==> config.mk <==
export PLATFORM = sky130hd
export DESIGN_NAME = xtea_cell
export DESIGN_NICKNAME = d
export VERILOG_FILES = /design/src/rtl/xtea_pkg.sv /design/src/rtl/xtea_cell.sv
export SDC_FILE = /design/constraint.sdc
export NUM_CORES = 1
export LEC_CHECK = 0
export ABC_AREA = 1
export BUFFER_PORTS_ARGS = -buffer_cell sky130_fd_sc_hd__clkbuf_2
export CAP_MARGIN = 40
export CORE_ASPECT_RATIO = 1.25
export CORE_MARGIN = 2
export CORE_UTILIZATION = 57
export DETAILED_ROUTE_END_ITERATION = 6
export PLACE_DENSITY = 0.86
export SLEW_MARGIN = 20
export SYNTH_ARGS = -nofsm -noshare
export SYNTH_HDL_FRONTEND = slang
export SYNTH_SLANG_ARGS = --single-unit
==> constraint.sdc <==
create_clock -name aclk -period 7.4 [get_ports aclk]
set_input_delay 1.11 -clock aclk [delete_from_list [all_inputs] [get_ports aclk]]
set_output_delay 1.11 -clock aclk [all_outputs]
set_load 0.1 [all_outputs]
==> src/rtl/xtea_pkg.sv <==
package xtea_pkg;

    localparam int WORD_W = 32;
    localparam int KEY_WORDS = 4;
    localparam int KEY_SEL_W = 2;
    localparam int CFG_INDEX_W = 8;
    localparam int ROUNDS_DEFAULT = 32;

    localparam logic [WORD_W-1:0] DELTA = 32'h9E37_79B9;

    localparam logic [CFG_INDEX_W-1:0] KEY_WORD_0 = 8'd0;
    localparam logic [CFG_INDEX_W-1:0] KEY_WORD_1 = 8'd1;
    localparam logic [CFG_INDEX_W-1:0] KEY_WORD_2 = 8'd2;
    localparam logic [CFG_INDEX_W-1:0] KEY_WORD_3 = 8'd3;

    localparam logic CMD_ENCRYPT = 1'b0;
    localparam logic CMD_DECRYPT = 1'b1;

    typedef logic [KEY_WORDS-1:0][WORD_W-1:0] key_t;

    typedef struct packed {
        logic              valid;
        logic              cmd;
        logic [WORD_W-1:0] sum;
        logic [WORD_W-1:0] v0;
        logic [WORD_W-1:0] v1;
    } cell_data_t;

endpackage

==> src/rtl/xtea_cell.sv <==
module xtea_cell #(
    parameter bit FIRST_HALF = 1'b1
) (
    input  logic                aclk,
    input  logic                aresetn,
    input  logic                advance,
    input  xtea_pkg::key_t      key,
    input  xtea_pkg::cell_data_t d_in,
    output xtea_pkg::cell_data_t d_out
);

    logic                           valid_reg;
    logic                           cmd_reg;
    logic [xtea_pkg::WORD_W-1:0]    sum_reg;
    logic [xtea_pkg::WORD_W-1:0]    v0_reg;
    logic [xtea_pkg::WORD_W-1:0]    v1_reg;

    logic                           upd_v0;
    logic [xtea_pkg::WORD_W-1:0]    src;
    logic [xtea_pkg::WORD_W-1:0]    tgt;
    logic [xtea_pkg::KEY_SEL_W-1:0] key_sel;
    logic [xtea_pkg::WORD_W-1:0]    mix;
    logic [xtea_pkg::WORD_W-1:0]    round_key;
    logic [xtea_pkg::WORD_W-1:0]    feist;
    logic [xtea_pkg::WORD_W-1:0]    tgt_next;
    logic [xtea_pkg::WORD_W-1:0]    sum_next;

    // Encryption updates v0 in the first half-round, decryption v1.
    always_comb begin
        upd_v0    = d_in.cmd ^ FIRST_HALF;
        src       = upd_v0 ? d_in.v1 : d_in.v0;
        tgt       = upd_v0 ? d_in.v0 : d_in.v1;
        key_sel   = upd_v0 ? d_in.sum[1:0] : d_in.sum[12:11];
        mix       = ((src << 4) ^ (src >> 5)) + src;
        round_key = d_in.sum + key[key_sel];
        feist     = mix ^ round_key;
        tgt_next  = (d_in.cmd == xtea_pkg::CMD_DECRYPT) ? tgt - feist : tgt + feist;
        if (!FIRST_HALF) begin
            sum_next = d_in.sum;
        end else if (d_in.cmd == xtea_pkg::CMD_DECRYPT) begin
            sum_next = d_in.sum - xtea_pkg::DELTA;
        end else begin
            sum_next = d_in.sum + xtea_pkg::DELTA;
        end
    end

    always_ff @(posedge aclk) begin
        if (!aresetn) begin
            valid_reg <= 1'b0;
        end else if (advance) begin
            valid_reg <= d_in.valid;
        end
    end

    always_ff @(posedge aclk) begin
        if (advance) begin
            cmd_reg <= d_in.cmd;
            sum_reg <= sum_next;
            v0_reg  <= upd_v0 ? tgt_next : d_in.v0;
            v1_reg  <= upd_v0 ? d_in.v1 : tgt_next;
        end
    end

    assign d_out.valid = valid_reg;
    assign d_out.cmd   = cmd_reg;
    assign d_out.sum   = sum_reg;
    assign d_out.v0    = v0_reg;
    assign d_out.v1    = v1_reg;

endmodule

==> impl_metrics.py <==
metrics = {
    "status": {
        "status": "completed",
    },
    "clocking": {
        "cts.sinks": 98,
        "clk_latency_ps": 370,
        "ctsHoldBuffers": 0,
        "cts_buffers": 9,
        "cts_setup_buffers": 0,
        "clock-root-buffer": "clkbuf_16",
        "cts_resized": 0,
        "cts_tree": "done",
        "ctsHtreeMaxLevel": 3,
        "clkTransAtPathRegs_ps": 80,
        "cts_buffer_depth": 2,
    },
    "route": {
        "drt_iter0_markers": 1231,
        "first_pass_iters": 6,
        "antenna_left": 0,
        "drc": 0,
        "viasPerCell": 5.56,
        "avgRoutedWirePerCell_um": 16.6,
        "finalWirelength_um": 51400,
        "vias": 17200,
    },
    "synthesis": {
        "synth_area_um2": 14600,
        "ys_warn_count": 0,
        "yosysUniqueCellTypes": 48,
        "synth-seq-cells": 98,
        "synth_flop_cell": "edfxtp_1",
        "synth_edf_count": 97,
        "synth_area_per_cell_um2": 6.13,
        "synth_cells": 2383,
        "async_reset_ff_frac": 0,
        "ys_seq_area_frac": 0.201,
        "syn_nets": 2746,
    },
    "power_and_ir_drop": {
        "power_density_nw_per_um2": 326,
        "irDropWorstVdd_uv": 152,
        "cellLeakagePower_nw": 9.63,
    },
    "critical_path": {
        "critPathMaxStageDelay_ps": 500,
        "critPathMostFrequentCell": "nand3_1",
        "required_ps": 7510,
        "endpoint_kind": "flip-flop",
        "crit_path_top_delay_cell": "buf_4",
        "path_max_fanout": 64,
        "crit_arrival_ps": 6830,
        "crit_type": "input pin to flip-flop",
        "start_kind": "input pin",
    },
    "sta": {
        "slew_headroom": 0.507,
        "rsz0062_at_grt": "false",
        "period_share": 0.908,
        "worst_slew_pin_slew_ps": 732,
        "report.final.slew_viol_count": 0,
        "finClkSkew_ps": 0,
        "setup_tns_ps": 0,
        "worst_slack_ps": 684,
        "final-hold-violation-count": 0,
        "finalCriticalPeriod_ps": 6720,
        "finalSetupViolCount": 0,
        "max_freq_mhz": 149,
    },
    "min_path": {
        "min-delay-path-class": "flip-flop to flip-flop",
    },
    "die": {
        "rows": 65,
        "start_util": 0.579,
        "die_width_um": 147,
        "fp.dieH_um": 183,
        "die-area_um2": 26900,
        "ios": 327,
        "core_um2": 25200,
    },
    "job": {
        "max_cap_violations": 0,
    },
    "final_layout": {
        "fin_nets": 3124,
        "seq_area_um2": 2930,
        "design_area_um2": 17500,
        "drive_above_1_share": 0.176,
        "multiInputGateArea_um2": 10300,
        "fin_util": 0.694,
        "final_cells": 3101,
        "syn_to_final_growth_pct": 19.8,
        "fillCellCount": 2308,
        "diodes": 0,
    },
    "placed_design": {
        "dp.cells": 3084,
        "port_buffers": 326,
        "pre_cts_ws_ps": 417,
        "gp_congestion": 1.06,
        "dp_hpwl_um": 43500,
        "placed_cell_area_um2": 17200,
    },
    "global_route": {
        "grt_start_max_net_pins": 120,
        "antenna_found_initial": 1,
        "grt_overflow_total": 0,
        "grt_pass1_wl_um": 78700,
        "grt_usage": 0.371,
        "grt_pass1_vias": 16500,
    },
}
## placed cells by master (no fill, tap or decap), types with 3 or more instances in the layout
master / count
nand2_1: 774
clkbuf_2: 324
inv_1: 312
nor2_1: 215
o21ai_0: 167
nand3_1: 156
ha_1: 130
a21oi_1: 123
edfxtp_1: 97
xor2_1: 91
buf_4: 88
xnor2_1: 44
o22ai_1: 31
nand4_1: 20
nand2_2: 19
nor3_1: 17
nand3b_1: 15
a21o_1: 14
nor2_2: 11
o21ai_1: 10
a31oi_1: 9
clkbuf_16: 9
o21a_1: 6
nor4_1: 6
nand3_2: 6
and2_1: 6
inv_2: 5
o21bai_1: 5
or2_2: 5
and3_1: 4
o211ai_1: 4
fa_1: 4
a221oi_1: 3
nor2_4: 3
or2_1: 3
clkinvlp_4: 3
## where the power goes
| group | leakage, nW | total (mW) | internal [mW] | switching [mW] |
|---|---|---|---|---|
| sequential | 0.956 | 0.862 | 0.825 | 0.0372 |
| clock | 0.139 | 0.516 | 0.268 | 0.249 |
| combinational | 8.53 | 4.32 | 1.25 | 3.06 |
| total | 9.63 | 5.69 | 2.35 | 3.35 |
## final timing paths
kind                               start                      to  slack, ps  depth (start not counted)
setup / recovery                d_in[96]    v1_reg[29]$_DFFE_PP_        680                         32
hold / removal    valid_reg$_SDFFE_PN0P_  valid_reg$_SDFFE_PN0P_        570                          2
setup reg to reg  valid_reg$_SDFFE_PN0P_  valid_reg$_SDFFE_PN0P_       6740                          2
hold reg to reg   valid_reg$_SDFFE_PN0P_  valid_reg$_SDFFE_PN0P_        570                          2
## stage by stage
stage               hold slack, ps  power, mW
floorplan                      502       4.04
global placement               519       5.04
detailed placement             554       5.11
CTS                            573       5.64
global route                   654       6.08
finish                         569       5.69
## cell type report
class / count / area share
multi-input combinational: 1919 / 0.588
sequential: 98 / 0.168
timing repair buffer: 415 / 0.134
inverter: 318 / 0.0683
tap: 335 / 0.0240
clock buffer: 10 / 0.0131
clock inverter: 6 / 0.00429
## cell families after synthesis
logic type	share of synthesized area
and+or+nand+nor	0.363
AOI/OAI and AO/OA	0.142
buffers and inverters	0.0955
xor gates and xnor gates	0.0810
adders and majority gates	0.117
DFF	0.201
muxes	0.00137
## critical path, delay by kind of cell
family          cells  cell delay [ps]
simple gates       13             1830
compound gates      9             1410
fa+ha+maj           4             1260
buf+inv             5              960
xor+xnor            1              230
## metal layers
metal / share of wire / routed length (um) / GRT usage
met5: 0 / 0 / 0
met4: 0.058 / 2990 / 0.208
met3: 0.072 / 3700 / 0.0438
met2: 0.49 / 25300 / 0.683
met1: 0.38 / 19500 / 0.412
## cell usage after synthesis (3+ instances only)
| cell type | instances | share of area |
|---|---|---|
| o22ai_1 | 31 | 0.013 |
| nand3_2 | 6 | 0.0041 |
| or2_2 | 5 | 0.0021 |
| nand3b_1 | 15 | 0.0077 |
| a221oi_1 | 3 | 0.0018 |
| clkbuf_1 | 33 | 0.0085 |
| o21bai_1 | 5 | 0.0026 |
| o21ai_0 | 168 | 0.058 |
| xor2_1 | 91 | 0.055 |
| buf_1 | 7 | 0.0018 |
| and2_1 | 6 | 0.0026 |
| nand3_1 | 156 | 0.053 |
| nor3_1 | 17 | 0.0058 |
| a31oi_1 | 9 | 0.0039 |
| inv_2 | 5 | 0.0013 |
| nand4_1 | 20 | 0.0086 |
| and3_1 | 4 | 0.0017 |
| a21oi_1 | 123 | 0.042 |
| nand2_1 | 774 | 0.20 |
| edfxtp_1 | 97 | 0.20 |
| nor4_1 | 6 | 0.0026 |
| o21ai_1 | 11 | 0.0038 |
| nor2_4 | 3 | 0.0023 |
| nor2_2 | 11 | 0.0047 |
| fa_1 | 4 | 0.0055 |
| ha_1 | 130 | 0.11 |
| o211ai_1 | 4 | 0.0021 |
| xnor2_1 | 44 | 0.026 |
| or2_1 | 3 | 0.0013 |
| a21o_1 | 14 | 0.0072 |
| inv_1 | 313 | 0.080 |
| buf_2 | 5 | 0.0017 |
| nor2_1 | 215 | 0.055 |
| nand2_2 | 19 | 0.0081 |
| o21a_1 | 6 | 0.0031 |
No activity file was read; power rests on OpenSTA's default activity.
